$ cat src/sv/spim_pkg.sv
package spim_pkg;

	localparam int DATA_BITS_DEF = 8;
	localparam int APB_ADDR_W    = 5;
	localparam int APB_DATA_W    = 32;
	localparam int REG_IDX_W     = 3;
	localparam int PRESCALE_W    = 7;

	localparam logic [1:0] CMD_TICK  = 2'd0;
	localparam logic [1:0] CMD_WRITE = 2'd1;
	localparam logic [1:0] CMD_READ  = 2'd2;
	localparam logic [1:0] CMD_STAT  = 2'd3;

	localparam logic [REG_IDX_W-1:0] REG_ENABLE    = 3'd0;
	localparam logic [REG_IDX_W-1:0] REG_LSB_FIRST = 3'd1;
	localparam logic [REG_IDX_W-1:0] REG_IDLE_HIGH = 3'd2;
	localparam logic [REG_IDX_W-1:0] REG_SAMPLE_2  = 3'd3;
	localparam logic [REG_IDX_W-1:0] REG_SPEED     = 3'd4;

	localparam int STAT_DONE_BIT = 7;
	localparam int STAT_COLL_BIT = 6;

	typedef struct packed {
		logic       enable;
		logic       lsb_first;
		logic       clock_idle_high;
		logic       sample_second_edge;
		logic [1:0] speed_select;
	} cfg_t;

	typedef struct packed {
		logic       mosi;
		logic       sclk;
		logic       busy_res;
		logic       collision_flag;
		logic       done_flag;
		logic [7:0] read_value;
	} result_t;

	// Ticks per clock half period for each speed setting.
	function automatic logic [PRESCALE_W-1:0] half_period(input logic [1:0] speed);
		logic [PRESCALE_W-1:0] h;
		case (speed)
			2'd0: h = 7'd2;
			2'd1: h = 7'd8;
			2'd2: h = 7'd32;
			default: h = 7'd64;
		endcase
		return h;
	endfunction

endpackage

$ cat src/sv/spi_master_controller.sv
// Channel   Direction  tdata (low bit up)                         tuser
// s_axis    in         write_value[7:0], miso[8]                  cmd[1:0]
// m_axis    out        read_value[7:0], done_flag[8],             -
//                      collision_flag[9], busy_res[10], sclk[11],
//                      mosi[12]
// apb       in/out     register i at byte address 4*i
//
// One transaction is accepted per cycle while m_axis is not stalled.
// Each transaction passes an input register, then one pass of the engine into the
// output register, which is also where the controller state advances.
// While m_axis_tready is low the result holds and the input register takes one more.
// arst_n at once clears valid flags, engine state and config, but not data registers.
module spi_master_controller #(
	parameter int DATA_BITS = spim_pkg::DATA_BITS_DEF
) (
	input  logic                              clk,
	input  logic                              arst_n,
	input  logic                              s_axis_tvalid,
	output logic                              s_axis_tready,
	input  logic [15:0]                       s_axis_tdata,  // write_value, miso
	input  logic [1:0]                        s_axis_tuser,  // cmd
	output logic                              m_axis_tvalid,
	input  logic                              m_axis_tready,
	output logic [15:0]                       m_axis_tdata,  // read_value, done_flag,
	                                                         // collision_flag, busy_res,
	                                                         // sclk, mosi
	input  logic                              psel,
	input  logic                              penable,
	input  logic                              pwrite,
	input  logic [spim_pkg::APB_ADDR_W-1:0]   paddr,
	input  logic [spim_pkg::APB_DATA_W-1:0]   pwdata,
	output logic [spim_pkg::APB_DATA_W-1:0]   prdata,
	output logic                              pready
);

	spim_pkg::cfg_t    cfg;
	logic              abort;
	spim_pkg::result_t eng_res;
	spim_pkg::result_t res_q;
	logic              out_vld_q;
	logic              vld_s1;
	logic [1:0]        cmd_s1;
	logic [7:0]        wv_s1;
	logic              miso_s1;
	logic              adv;

	assign adv           = vld_s1 && (!out_vld_q || m_axis_tready);
	assign s_axis_tready = !vld_s1 || adv;

	always_ff @(posedge clk or negedge arst_n) begin
		if (!arst_n) begin
			vld_s1 <= 1'b0;
		end else if (s_axis_tready) begin
			vld_s1 <= s_axis_tvalid;
		end
	end

	always_ff @(posedge clk) begin
		if (s_axis_tready && s_axis_tvalid) begin
			cmd_s1  <= s_axis_tuser;
			wv_s1   <= s_axis_tdata[7:0];
			miso_s1 <= s_axis_tdata[8];
		end
	end

	spim_regs u_regs (
		.clk     (clk),
		.arst_n  (arst_n),
		.psel    (psel),
		.penable (penable),
		.pwrite  (pwrite),
		.paddr   (paddr),
		.pwdata  (pwdata),
		.prdata  (prdata),
		.pready  (pready),
		.cfg     (cfg),
		.abort   (abort)
	);

	spim_engine #(
		.DATA_BITS (DATA_BITS)
	) u_engine (
		.clk         (clk),
		.arst_n      (arst_n),
		.step        (adv),
		.cmd         (cmd_s1),
		.write_value (wv_s1),
		.miso        (miso_s1),
		.cfg         (cfg),
		.abort       (abort),
		.res         (eng_res)
	);

	always_ff @(posedge clk or negedge arst_n) begin
		if (!arst_n) begin
			out_vld_q <= 1'b0;
		end else if (!out_vld_q || m_axis_tready) begin
			out_vld_q <= vld_s1;
		end
	end

	always_ff @(posedge clk) begin
		if (adv) begin
			res_q <= eng_res;
		end
	end

	assign m_axis_tvalid = out_vld_q;
	assign m_axis_tdata  = {3'b000, res_q.mosi, res_q.sclk, res_q.busy_res,
	                        res_q.collision_flag, res_q.done_flag, res_q.read_value};

	a_disabled_idle: assert property (@(posedge clk) disable iff (!arst_n)
		adv && !cfg.enable |-> !eng_res.busy_res)
		else $error("transfer running while disabled");

	a_idle_clock: assert property (@(posedge clk) disable iff (!arst_n)
		adv && !eng_res.busy_res |-> eng_res.sclk == cfg.clock_idle_high)
		else $error("serial clock not at idle level between transfers");

	a_read_only: assert property (@(posedge clk) disable iff (!arst_n)
		adv && cmd_s1 != spim_pkg::CMD_READ |-> eng_res.read_value == 8'd0)
		else $error("read data returned on a non-read transaction");

	a_result_follows: assert property (@(posedge clk) disable iff (!arst_n)
		adv |=> m_axis_tvalid && m_axis_tdata[12:8] == {$past(eng_res.mosi),
			$past(eng_res.sclk), $past(eng_res.busy_res),
			$past(eng_res.collision_flag), $past(eng_res.done_flag)})
		else $error("result register lost an engine result");

endmodule

$ cat src/sv/spim_regs.sv
module spim_regs (
	input  logic                                clk,
	input  logic                                arst_n,
	input  logic                                psel,
	input  logic                                penable,
	input  logic                                pwrite,
	input  logic [spim_pkg::APB_ADDR_W-1:0]     paddr,
	input  logic [spim_pkg::APB_DATA_W-1:0]     pwdata,
	output logic [spim_pkg::APB_DATA_W-1:0]     prdata,
	output logic                                pready,
	output spim_pkg::cfg_t                      cfg,
	output logic                                abort
);

	spim_pkg::cfg_t                   cfg_q;
	logic                             wr;
	logic [spim_pkg::REG_IDX_W-1:0]   idx;

	assign pready = 1'b1;
	assign wr     = psel && penable && pwrite;
	assign idx    = paddr[spim_pkg::APB_ADDR_W-1:2];
	assign cfg    = cfg_q;

	// Clearing the enable bit ends any transfer in flight.
	assign abort  = wr && (idx == spim_pkg::REG_ENABLE) && !pwdata[0];

	always_ff @(posedge clk or negedge arst_n) begin
		if (!arst_n) begin
			cfg_q <= '0;
		end else if (wr) begin
			case (idx)
				spim_pkg::REG_ENABLE:    cfg_q.enable             <= pwdata[0];
				spim_pkg::REG_LSB_FIRST: cfg_q.lsb_first          <= pwdata[0];
				spim_pkg::REG_IDLE_HIGH: cfg_q.clock_idle_high    <= pwdata[0];
				spim_pkg::REG_SAMPLE_2:  cfg_q.sample_second_edge <= pwdata[0];
				spim_pkg::REG_SPEED:     cfg_q.speed_select       <= pwdata[1:0];
				default: ;
			endcase
		end
	end

	always_comb begin
		prdata = '0;
		case (idx)
			spim_pkg::REG_ENABLE:    prdata[0]   = cfg_q.enable;
			spim_pkg::REG_LSB_FIRST: prdata[0]   = cfg_q.lsb_first;
			spim_pkg::REG_IDLE_HIGH: prdata[0]   = cfg_q.clock_idle_high;
			spim_pkg::REG_SAMPLE_2:  prdata[0]   = cfg_q.sample_second_edge;
			spim_pkg::REG_SPEED:     prdata[1:0] = cfg_q.speed_select;
			default: ;
		endcase
	end

endmodule

$ cat src/sv/spim_engine.sv
module spim_engine #(
	parameter int DATA_BITS = spim_pkg::DATA_BITS_DEF
) (
	input  logic                 clk,
	input  logic                 arst_n,
	input  logic                 step,
	input  logic [1:0]           cmd,
	input  logic [7:0]           write_value,
	input  logic                 miso,
	input  spim_pkg::cfg_t       cfg,
	input  logic                 abort,
	output spim_pkg::result_t    res
);

	localparam int EdgeTotal = 2 * DATA_BITS;
	localparam int EdgeW     = $clog2(EdgeTotal + 1);
	localparam int PsW       = spim_pkg::PRESCALE_W;

	logic [DATA_BITS-1:0] shift_q, shift_d;
	logic [DATA_BITS-1:0] rxbuf_q, rxbuf_d;
	logic [EdgeW-1:0]     edge_q, edge_d;
	logic [PsW-1:0]       ps_q, ps_d;
	logic                 busy_q, busy_d;
	logic                 done_q, done_d;
	logic                 coll_q, coll_d;
	logic                 clk_lvl_q, clk_lvl_d;
	logic                 mosi_q, mosi_d;

	logic [DATA_BITS+7:0] wv_ext;
	logic [DATA_BITS+7:0] rx_ext;
	logic [DATA_BITS-1:0] load_word;
	logic [DATA_BITS-1:0] sampled;
	logic [PsW-1:0]       ps_inc;
	logic [EdgeW-1:0]     edge_inc;
	logic                 leading;

	assign wv_ext    = {{DATA_BITS{1'b0}}, write_value};
	assign load_word = wv_ext[DATA_BITS-1:0];
	assign ps_inc    = ps_q + PsW'(1);
	assign edge_inc  = edge_q + EdgeW'(1);
	assign leading   = edge_inc[0];
	assign sampled   = cfg.lsb_first ? {miso, shift_q[DATA_BITS-1:1]}
	                                 : {shift_q[DATA_BITS-2:0], miso};

	always_comb begin
		shift_d   = shift_q;
		rxbuf_d   = rxbuf_q;
		edge_d    = edge_q;
		ps_d      = ps_q;
		busy_d    = busy_q;
		done_d    = done_q;
		coll_d    = coll_q;
		clk_lvl_d = clk_lvl_q;
		mosi_d    = mosi_q;
		case (cmd)
			spim_pkg::CMD_TICK: begin
				if (busy_q) begin
					if (ps_inc < spim_pkg::half_period(cfg.speed_select)) begin
						ps_d = ps_inc;
					end else begin
						ps_d      = '0;
						clk_lvl_d = !clk_lvl_q;
						edge_d    = edge_inc;
						if (leading != cfg.sample_second_edge) begin
							shift_d = sampled;
						end else if (edge_inc < EdgeW'(EdgeTotal)) begin
							mosi_d = cfg.lsb_first ? shift_q[0] : shift_q[DATA_BITS-1];
						end
						if (edge_inc >= EdgeW'(EdgeTotal)) begin
							rxbuf_d   = shift_d;
							done_d    = 1'b1;
							busy_d    = 1'b0;
							clk_lvl_d = 1'b0;
							edge_d    = '0;
						end
					end
				end
			end
			spim_pkg::CMD_WRITE: begin
				if (cfg.enable) begin
					if (busy_q) begin
						coll_d = 1'b1;
					end else begin
						shift_d   = load_word;
						busy_d    = 1'b1;
						edge_d    = '0;
						ps_d      = '0;
						clk_lvl_d = 1'b0;
						if (!cfg.sample_second_edge) begin
							mosi_d = cfg.lsb_first ? load_word[0] : load_word[DATA_BITS-1];
						end
					end
				end
			end
			spim_pkg::CMD_STAT: begin
				if (write_value[spim_pkg::STAT_DONE_BIT]) begin
					done_d = 1'b0;
				end
				if (write_value[spim_pkg::STAT_COLL_BIT]) begin
					coll_d = 1'b0;
				end
			end
			default: ;
		endcase
	end

	always_ff @(posedge clk or negedge arst_n) begin
		if (!arst_n) begin
			shift_q   <= '0;
			rxbuf_q   <= '0;
			edge_q    <= '0;
			ps_q      <= '0;
			busy_q    <= 1'b0;
			done_q    <= 1'b0;
			coll_q    <= 1'b0;
			clk_lvl_q <= 1'b0;
			mosi_q    <= 1'b0;
		end else if (abort) begin
			busy_q    <= 1'b0;
			clk_lvl_q <= 1'b0;
			edge_q    <= '0;
			ps_q      <= '0;
		end else if (step) begin
			shift_q   <= shift_d;
			rxbuf_q   <= rxbuf_d;
			edge_q    <= edge_d;
			ps_q      <= ps_d;
			busy_q    <= busy_d;
			done_q    <= done_d;
			coll_q    <= coll_d;
			clk_lvl_q <= clk_lvl_d;
			mosi_q    <= mosi_d;
		end
	end

	assign rx_ext = {8'b0, rxbuf_d};

	always_comb begin
		res                = '0;
		res.read_value     = (cmd == spim_pkg::CMD_READ) ? rx_ext[7:0] : 8'd0;
		res.done_flag      = done_d;
		res.collision_flag = coll_d;
		res.busy_res       = busy_d;
		res.sclk           = clk_lvl_d ^ cfg.clock_idle_high;
		res.mosi           = mosi_d;
	end

endmodule
$ cat config.mk
export PLATFORM = sky130hd
export DESIGN_NAME = spi_master_controller
export DESIGN_NICKNAME = d
export VERILOG_FILES = /design/src/sv/spim_pkg.sv /design/src/sv/spi_master_controller.sv /design/src/sv/spim_regs.sv /design/src/sv/spim_engine.sv
export SDC_FILE = /design/constraint.sdc
export NUM_CORES = 1
export LEC_CHECK = 0
export BUFFER_PORTS_ARGS = -buffer_cell sky130_fd_sc_hd__buf_4
export CORE_MARGIN = 2
export CORE_UTILIZATION = 37
export DETAILED_ROUTE_END_ITERATION = 7
export PLACE_DENSITY = 0.65
export SLEW_MARGIN = 30
export SYNTH_ARGS = -nofsm -noshare
export SYNTH_HDL_FRONTEND = slang
export SYNTH_SLANG_ARGS = --single-unit
$ cat constraint.sdc
create_clock -name clk -period 8.1 [get_ports clk]
set_clock_uncertainty 0.2 [all_clocks]
set_input_delay 1.215 -clock clk [delete_from_list [all_inputs] [get_ports clk]]
set_output_delay 1.215 -clock clk [all_outputs]
set_load 0.01 [all_outputs]
==> reports/results.txt, run 1 <==
Antenna Nets Post-Route = 0
CP Data Required Time = 6680 ps
RSZ-0062 raised after global routing = no
Initial DRC Count = 75
H-tree depth = 3
sequential share of the synthesized area = 0.4683
RePlAce Congestion = 0.8484
EDFF count, synth = 24
FILL cells = 923
CP arrival = 2120 ps
hold depth = 1
async set or reset register ratio after synthesis = 0.6308
Placeable Area = 9774 sq um
Setup Viol. Count Final = 0
type of the most critical hold path = reg2reg
area leader, netlist = dfrtp_1
synth top area cells = dfrtp_1 28%, edfxtp_1 19%, mux2_2 9.7%, buf_4 6.8%, mux2i_1 3.2%
TritonRoute pass-1 iters = 5
top-level I/O count = 113
Port Buffers = 39
Avg Inst Size Synth = 10.78 sq um
Synth Register Bits = 65
DR vias/cell = 5.027
TritonCTS sink count = 65
MaxCap Viol Count = 0
vias in the first global route = 2541
initial core utilization = 0.3816
hold buffers post-CTS = 0
ant diodes = 0
count leader, synth = dfrtp_1
fmax = 283.1 MHz
CTS Buffer Depth = 2
first-pass GRT wire length = 12.24 mm
Vias = 2614
area of the die = 10900 sq um
Total GRT Usage = 0.1402
outcome = finished, final reports clean
Die H = 104.4 um
Mapped Area = 3730 sq um
most common library cells after synthesis = 41 x dfrtp_1, 34 x buf_4, 32 x mux2_2
Synthesis Warnings = 0
largest net degree at the start of global routing = 42
share of the synthesized area in the top cell type = 0.2751
Hold Fails Final Rpt = 0
# Post-CTS Setup Buffers = 0
synthesized instance count = 346
Crit. End Element = output port
Min Clock Period, post-route = 3533 ps
DPL Wire Length = 5.167 mm
R2R depth = 10
Distinct cells, synth = 51
drt wl/cell = 14.07 um
Slew headroom = 0.4594
Final period util = 0.4362
pwr dens = 254.8 nW/um^2
area grow syn2layout = 13.69%
layout cells sized above 1 = 0.2455
setup_tns = 0 ps
crit-path max FO = 10
fin. max-slew vios = 0
routed wire length = 7.314 mm
maximum VDD drop = 0.1076 mV
Clock Latency Late Sink = 340 ps
CTS Buf Count = 9
clock-pin slew on the worst setup and hold paths = 70 ps
Std-Cell Rows = 36
DRC = 0
critical path class = in2out
total power = 1081 uW
grt total ovfl = 0
Finished Layout Cells = 520
initial antenna violation count = 0
die width = 104.4 um
Main synth FF type = dfrtp_1
Slew @ Worst Pin = 803.5 ps
Leakage = 0.001831 uW
CTS tree = built
root buf cell = clkbuf_8
Final #Nets = 453
Resize count post-CTS = 0
placed cell count = 504
startpoint types = primary input
==> where the power goes <==
part / switching (uW) / total, uW / internal, uW
Combinational: 171 / 310 / 139
Clock: 129 / 303 / 173
Sequential: 64.6 / 467 / 403
==> registers in the layout (all words and copies together), names as in the netlist <==
| signal | count |
|---|---|
| m_axis_tdata | 13 |
| u_engine.rxbuf_q | 8 |
| u_engine.shift_q | 8 |
| wv_s1 | 8 |
| u_engine.ps_q | 7 |
| u_regs.cfg | 6 |
| u_engine.edge_q | 5 |
| cmd_s1 | 2 |
| m_axis_tvalid | 1 |
| miso_s1 | 1 |
| u_engine.busy_q | 1 |
| u_engine.clk_lvl_q | 1 |
| u_engine.coll_q | 1 |
| u_engine.done_q | 1 |
| u_engine.mosi_q | 1 |
| vld_s1 | 1 |
==> final timing paths <==
kind                       slack (ps)                               to                             from
hold reg to reg                   300  u_engine.rxbuf_q[6]$_DFFE_PN0P_  u_engine.rxbuf_q[6]$_DFFE_PN0P_
hold / removal                    300  u_engine.rxbuf_q[6]$_DFFE_PN0P_  u_engine.rxbuf_q[6]$_DFFE_PN0P_
min in group asynchronous         660        u_regs.cfg[2]$_DFFE_PN0P_                           arst_n
setup reg to reg                 4710  u_engine.shift_q[6]$_DFFE_PN0P_     u_engine.ps_q[0]$_DFFE_PN0P_
setup / recovery                 4570                        prdata[0]                         paddr[2]
max in group asynchronous        6670  u_engine.rxbuf_q[0]$_DFFE_PN0P_                           arst_n
==> worst max-delay path: stages <==
cell	delay, ps
buf_4	130
mux2_2	340
a22oi_1	180
o22ai_1	100
buf_4	150
==> final cells by class <==
class	count	area (sq um)	area share
multi-input cells	261	1794	0.4231
flip-flops and latches	65	1747	0.4119
repair buffers	39	292.8	0.06905
well taps	133	166.4	0.03924
clock buffers	9	123.9	0.02921
clock inverters	7	93.84	0.02213
inverters	6	22.52	0.005311
==> layout by cell type, fill, tap and decap left out, drive strengths merged, types with 11 or more instances in the layout <==
master	synthesis	final
buf	35	39
conb	2	34
dfrtp	41	41
edfxtp	24	24
mux2	32	32
mux2i	12	12
nand2	28	28
nand3	14	14
nor2	11	11
o21ai	24	24
==> layer usage <==
layer,vias up,share of wire,global-route usage
met2,80,0.46,0.2190
met3,10,0.050,0.02318
li1,1263,-,-
met4,0,0.017,0.07529
met5,-,0,0
met1,1261,0.47,0.1858
==> kinds of logic after synthesis <==
group / share of synthesized area
adders and majority gates: 0.03019
buffers and inverters: 0.08655
AOI/OAI and AO/OA: 0.1308
xor gates and xnor gates: 0.01879
and+or+nand+nor: 0.1345
other: 0.002013
DFF: 0.4683
muxes: 0.1288
==> per-stage QoR <==
step                      setup WS, ps  utilization  hold slack [ps]  instance area [sq um]
after floorplan                   4568            -            271.5                   3850
after CTS                         4566       0.4331            308.0                   4233
after detailed placement          4395       0.4108            289.9                   4015
final                             4567       0.4338            303.0                   4240
after global routing              4533       0.4338            320.2                   4240
after global placement            4419       0.4101            282.6                   4009
(Power assumes the default switching activity.)
==> run 2, diff against run 1 <==
ABC_AREA = 1   (was default)
PLACE_DENSITY = 0.67   (was 0.65)
clock period = 2.8 ns   (was 8.1 ns; I/O delays follow)
==> run 2 against run 1 <==
Against the previous run: cell area is 2.7% higher; flip-flop and latch count stayed put; sequential share of layout area is 1.1 points lower; clock power grew to 3.0 times the previous value; first-iteration DRC count is 140% higher; synthesized cell count is 27% higher; largest power group unchanged; combinational power grew to 4.3 times the previous value; non-clock buffer count is 7 higher; cell count is 20% higher; worst hold slack worse by 260 ps.
==> reports/results.txt, run 2 <==
Finished Layout Cells = 624
total power = 3763 uW
CP arrival = 2670 ps
Min Clock Period, post-route = 2630 ps
MaxCap Viol Count = 0
Synth Register Bits = 65
initial antenna violation count = 0
slack of the critical path = 169.6 ps
Synthesis Warnings = 0
fmax = 380.2 MHz
Clock Latency Late Sink = 350 ps
first-pass GRT wire length = 11.72 mm
synth top area cells = dfrtp_1 27%, edfxtp_1 19%, nand2_1 11%, buf_4 7.0%, inv_1 5.5%
fin. max-slew vios = 0
sequential share of the synthesized area = 0.4663
DR vias/cell = 4.487
CTS tree = built
CTS Buffer Depth = 2
Antenna Nets Post-Route = 0
TritonRoute pass-1 iters = 4
H-tree depth = 3
drt wl/cell = 11.49 um
DPL Wire Length = 5.216 mm
largest net degree at the start of global routing = 42
Final #Nets = 557
area leader, netlist = dfrtp_1
Distinct cells, synth = 40
crit-path cells = ha_2 > nand2_2 > inv_4 > nand3_2 > xor2_2 > inv_2 > ha_4 > nand2_1 > nor2_2 > nand3_2 > nand3_4 > nand2_4 > nand2_4 > nand2_8 > nor2_4 > o21ai_2
clock power share = 0.240
maximum VDD drop = 0.3608 mV
Slew headroom = 0.5318
pwr dens = 864.6 nW/um^2
startpoint types = register
crit-path max FO = 8
Mapped Area = 3746 sq um
area grow syn2layout = 16.20%
DRC = 0
Setup Viol. Count Final = 0
area of the die = 10950 sq um
CP Data Required Time = 2840 ps
Placeable Area = 9819 sq um
FILL cells = 965
CP peak stage delay = 410 ps
count leader, synth = nand2_1
most common library cells after synthesis = 108 x nand2_1, 55 x inv_1, 41 x dfrtp_1
synthesized instance count = 439
CTS Buf Count = 9
type of the most critical hold path = in2reg
utilization after layout = 0.4433
leading cell type in the layout, fill and taps excluded = nand2_1
Vias = 2800
async set or reset register ratio after synthesis = 0.6308
Comb power frac = 0.355
Avg Inst Size Synth = 8.533 sq um
setup_tns = 0 ps
most frequent cells in the layout = 107 x nand2_1, 54 x inv_1, 45 x buf_4
clock-pin slew on the worst setup and hold paths = 80 ps
Initial DRC Count = 181
root buf cell = clkbuf_8
grt total ovfl = 0
Final period util = 0.9394
Int Power = 2326 uW
critical path class = reg2reg
vias in the first global route = 2550
die width = 104.6 um
max reg flops = 13
Std-Cell Rows = 36
Die H = 104.6 um
Crit. End Element = register
Hold Fails Final Rpt = 0
Total GRT Usage = 0.1326
Leakage = 0.002081 uW
top-level I/O count = 113
initial core utilization = 0.3815
Port Buffers = 39
layout cells sized above 1 = 0.2118
Seq pwr share = 0.404
placed cell count = 605
routed wire length = 7.171 mm
outcome = finished, final reports clean
Slew @ Worst Pin = 698.9 ps
ant diodes = 0
slowest CP cell = dfrtp_1
Net Sw Frac = 0.3819
worst slack, placed = 55.32 ps
TritonCTS sink count = 65
share of the synthesized area in the top cell type = 0.2739
RePlAce Congestion = 0.7965
EDFF count, synth = 24
Main synth FF type = dfrtp_1
Net Sw Power = 1437 uW
## run 2: changes by cell type after synthesis, moves of 5 or more
cell and change:
a21boi_0 -7, clkbuf_1 -7, inv_1 +49, inv_2 +5
mux2_2 -32, mux2i_1 -12, nand2_1 +81, nand2_2 +6
nand2b_1 -9, nor2_1 +17, o211ai_1 +5, o21ai_1 +16
o21ai_2 +7
## run 2: kinds of logic (layout without fill, tap and decap cells)
kind of cell    after synthesis  in the layout  share of synthesized area
compound gates               76             76                     0.1212
xor+xnor                      5              5                    0.01369
fa+ha+maj                     9              9                    0.03006
buf+inv                     104            123                     0.1483
flops                        65             65                     0.4663
other cells                   2             34                   0.002005
simple gates                178            179                     0.2184
## run 2: worst max-delay path, delay by kind of cell, from the launching register on
kind,cells,cell delay (ps)
adders and majority gates,2,470
and+or+nand+nor,10,1080
DFF,1,410
buffers and inverters,2,100
xor gates and xnor gates,1,170
AOI/OAI and AO/OA,1,80
## run 2: path summary, 6_finish.rpt
path                       depth (start not counted)                         endpoint                       startpoint  slack, ps
setup reg to reg                                  16  u_engine.shift_q[2]$_DFFE_PN0P_     u_engine.ps_q[1]$_DFFE_PN0P_        170
hold reg to reg                                    2  u_engine.rxbuf_q[4]$_DFFE_PN0P_  u_engine.rxbuf_q[4]$_DFFE_PN0P_        300
setup / recovery                                  16  u_engine.shift_q[2]$_DFFE_PN0P_     u_engine.ps_q[1]$_DFFE_PN0P_        170
min in group asynchronous                          2        u_regs.cfg[0]$_DFFE_PN0P_                           arst_n        400
hold / removal                                     1               wv_s1[1]$_DFFE_PP_                  s_axis_tdata[1]         40
max in group asynchronous                          2   u_engine.clk_lvl_q$_DFFE_PN0P_                           arst_n       1620
## run 2: layer usage
metal / wire length [um] / part of all wire / GRT usage
met1: 3610 / 0.50 / 0.1883
met2: 3102 / 0.43 / 0.1947
met3: 342 / 0.048 / 0.01934
met4: 115 / 0.016 / 0.07143
met5: 0 / 0 / 0
## run 2: layout make-up
cell class                      instances  area, sq um  area share
Sequential cell                        65         1747      0.4013
Timing Repair Buffer                   46        347.8     0.07991
Clock inverter                          6        90.09     0.02070
Clock buffer                           10        137.6     0.03162
Inverter                               61        231.5     0.05318
Multi-Input combinational cell        303         1633      0.3751
Tap cell                              133        166.4     0.03823
## run 2: through the flow
stage / cell area [sq um] / hold slack (ps)
6_report: 4353 / 42.10
5_1_grt: 4353 / 23.16
4_1_cts: 4275 / 25.63
3_5_place_dp: 4038 / 247.6
3_3_place_gp: 4038 / 245.6
2_1_floorplan: 3866 / -75.59
## run 2: power by group through the flow
stage | Clock (uW) | Combinational (uW) | Sequential [uW]
2_1_floorplan | 0 | 1060 | 1470
3_3_place_gp | 0 | 1260 | 1520
3_5_place_dp | 0 | 1310 | 1530
4_1_cts | 922 | 1310 | 1510
5_1_grt | 959 | 1530 | 1560
6_report | 905 | 1340 | 1520
## run 2: repair_timing
action	CTS	global route
endpoints found under the hold margin	41	0
resized for setup	0	14
hold buffers	1	0
buffers inserted	0	1
endpoints found under the setup margin	0	39
==> run 3, diff against run 2 <==
--- a/config.mk
+++ b/config.mk
@@ -8,8 +8,11 @@
 export ABC_AREA = 1
 export BUFFER_PORTS_ARGS = -buffer_cell sky130_fd_sc_hd__buf_4
+export CAP_MARGIN = 20
+export CELL_PAD_IN_SITES_DETAIL_PLACEMENT = 0
+export CELL_PAD_IN_SITES_GLOBAL_PLACEMENT = 2
 export CORE_MARGIN = 2
-export CORE_UTILIZATION = 37
+export CORE_UTILIZATION = 27
 export DETAILED_ROUTE_END_ITERATION = 7
-export PLACE_DENSITY = 0.67
+export PLACE_DENSITY = 0.81
 export SLEW_MARGIN = 30
 export SYNTH_ARGS = -nofsm -noshare
==> constraint.sdc (replaced) <==
create_clock -name clk -period 2.8 [get_ports clk]
set_clock_uncertainty 0.2 [all_clocks]
set_input_delay 0.56 -clock clk [delete_from_list [all_inputs] [get_ports clk]]
set_output_delay 0.56 -clock clk [all_outputs]
set_load 0.01 [all_outputs]
==> run 3 against run 2 <==
Against the previous run: sequential share of layout area is 1.6 points lower; clock power grew 20%; sequential power barely moved; global-route usage down 2.2 points; first-iteration DRC count is 3.9% lower; combinational power increased by 7%; flip-flop and latch count stayed put; maximum frequency fell by 1.4%; core utilization shrank 11 points; critical path depth shrank 2.
==> reports/results.txt, run 3 (synthesis results as in run 2) <==
CP peak stage delay = 380 ps
R2R depth = 14
Min Clock Period, post-route = 2668 ps
TritonCTS sink count = 65
Port Buffers = 39
slowest CP cell = dfrtp_1
type of the most critical hold path = in2async
clock-pin slew on the worst setup and hold paths = 50 ps
fmax = 374.9 MHz
Hold Fails Final Rpt = 0
CTS Buf Count = 9
crit-path max FO = 7
pwr dens = 890.5 nW/um^2
Finished Layout Cells = 680
vias in the first global route = 2567
Critical R2R Capture = m_axis_tdata[10]$_DFFE_PP_
leading cell type in the layout, fill and taps excluded = nand2_1
Final period util = 0.9527
Worst Hold Slack = 14.64 ps
DPL Wire Length = 5.696 mm
startpoint types = register
Buf/Inv on CP = 3
first-pass GRT wire length = 12.71 mm
grt total ovfl = 0
placed cell areas = 4156 sq um
TritonRoute pass-1 iters = 4
Placeable Area = 13720 sq um
drt wl/cell = 11.51 um
Antenna Nets Post-Route = 0
area grow syn2layout = 21.01%
DRC = 0
root buf cell = clkbuf_16
setup_tns = 0 ps
Final #Nets = 566
Die H = 121.8 um
CTS Buffer Depth = 2
CTS tree = built
initial antenna violation count = 0
DR vias/cell = 4.224
Setup Viol. Count Final = 0
fin. max-slew vios = 0
routed wire length = 7.829 mm
Total GRT Usage = 0.1104
Vias = 2872
reg2reg start = u_engine.ps_q[1]$_DFFE_PN0P_
Slew @ Worst Pin = 665.6 ps
hold buffers post-CTS = 0
CP Data Required Time = 2680 ps
Clock Latency Late Sink = 330 ps
largest net degree at the start of global routing = 42
Crit. End Element = register
Slew headroom = 0.5541
ant diodes = 0
Register-to-Register Setup Slack = 130 ps
layout cells sized above 1 = 0.2280
outcome = finished, final reports clean
RePlAce Congestion = 0.7599
top-level I/O count = 113
H-tree depth = 3
area of the die = 14830 sq um
initial core utilization = 0.2731
design area = 4533 sq um
critical path class = reg2reg
utilization after layout = 0.3304
MaxCap Viol Count = 0
crit-path cells = ha_2 > nand2_2 > clkinv_2 > nand3_2 > xor2_1 > inv_1 > ha_4 > nand2_2 > nor2_2 > nand3_2 > nand3_4 > nand4_1 > a21boi_0 > inv_1
most frequent cells in the layout = 105 x nand2_1, 55 x buf_4, 54 x inv_1
Leakage = 0.002145 uW
maximum VDD drop = 0.2829 mV
Std-Cell Rows = 43
CP arrival = 2550 ps
RSZ-0062 raised after global routing = yes
placed cell count = 660
die width = 121.8 um
max reg flops = 13
Initial DRC Count = 174
CP top delay family = simple AND/OR/NAND/NOR gates
Worst path depth = 14
run 3: cell count changes in the layout (fill, tap and decap cells not counted), sizes merged:
cell | previous run | this run
clkbuf | 10 | 11
dlygate4sd3 | 1 | 0
bufinv | 2 | 1
clkinv | 2 | 4
buf | 45 | 55
inv | 62 | 60
run 3: timing repair:
item | 4_1_cts | 5_1_grt
resized for setup | 0 | 14
buffers inserted | 0 | 3
endpoints found under the hold margin | 0 | 0
endpoints found under the setup margin | 0 | 43
run 3: where the power goes:
group          leakage (uW)  internal [uW]  switching (uW)
combinational       0.00125            577             852
sequential         0.000758           1290             228
clock              0.000139            687             404
total               0.00215           2550            1480
run 3: worst reg2reg max path: stages (launching register included):
cell      delay (ps)
dfrtp_1          380
ha_2             200
nand2_2           80
clkinv_2          60
nand3_2           60
xor2_1           180
inv_1            100
ha_4             280
nand2_2           60
nor2_2           110
nand3_2           80
nand3_4          130
nand4_1           90
a21boi_0         320
inv_1             70
run 3: final cells by class:
cell class,instances,area (sq um)
fill,1460,9186
multi-input combinational,303,1627
clock buffer,11,232.7
sequential,65,1747
tap,180,225.2
clock inverter,5,56.30
inverter,61,232.7
timing repair buffer,55,412.9
run 3: per-layer routing:
| layer | vias up | global-route usage | wire length [um] |
|---|---|---|---|
| li1 | 1480 | - | - |
| met1 | 1317 | 0.1565 | 3945 |
| met3 | 12 | 0.02528 | 248 |
| met5 | - | 0 | 0 |
| met4 | 0 | 0.05172 | 157 |
| met2 | 63 | 0.1585 | 3478 |
run 3: through the flow:
stage                     worst slack (ps)  power, uW
after floorplan                      216.6       2528
after global placement               38.00       2890
after detailed placement             49.53       2918
after CTS                            22.48       4026
after global routing                -39.84       4358
final                                132.3       4037
run 3: worst max path at each step:
stage                                             from  slack, ps                              end
after global placement    u_engine.ps_q[0]$_DFFE_PN0P_         40       m_axis_tdata[10]$_DFFE_PP_
after CTS                 u_engine.ps_q[0]$_DFFE_PN0P_         20  u_engine.shift_q[0]$_DFFE_PN0P_
after floorplan           u_engine.ps_q[0]$_DFFE_PN0P_        220    m_axis_tdata[7]$_SDFFCE_PP0P_
after detailed placement  u_engine.ps_q[0]$_DFFE_PN0P_         50       m_axis_tdata[10]$_DFFE_PP_
final                     u_engine.ps_q[1]$_DFFE_PN0P_        130       m_axis_tdata[10]$_DFFE_PP_
after global routing      u_engine.ps_q[1]$_DFFE_PN0P_        -40       m_axis_tdata[11]$_DFFE_PP_
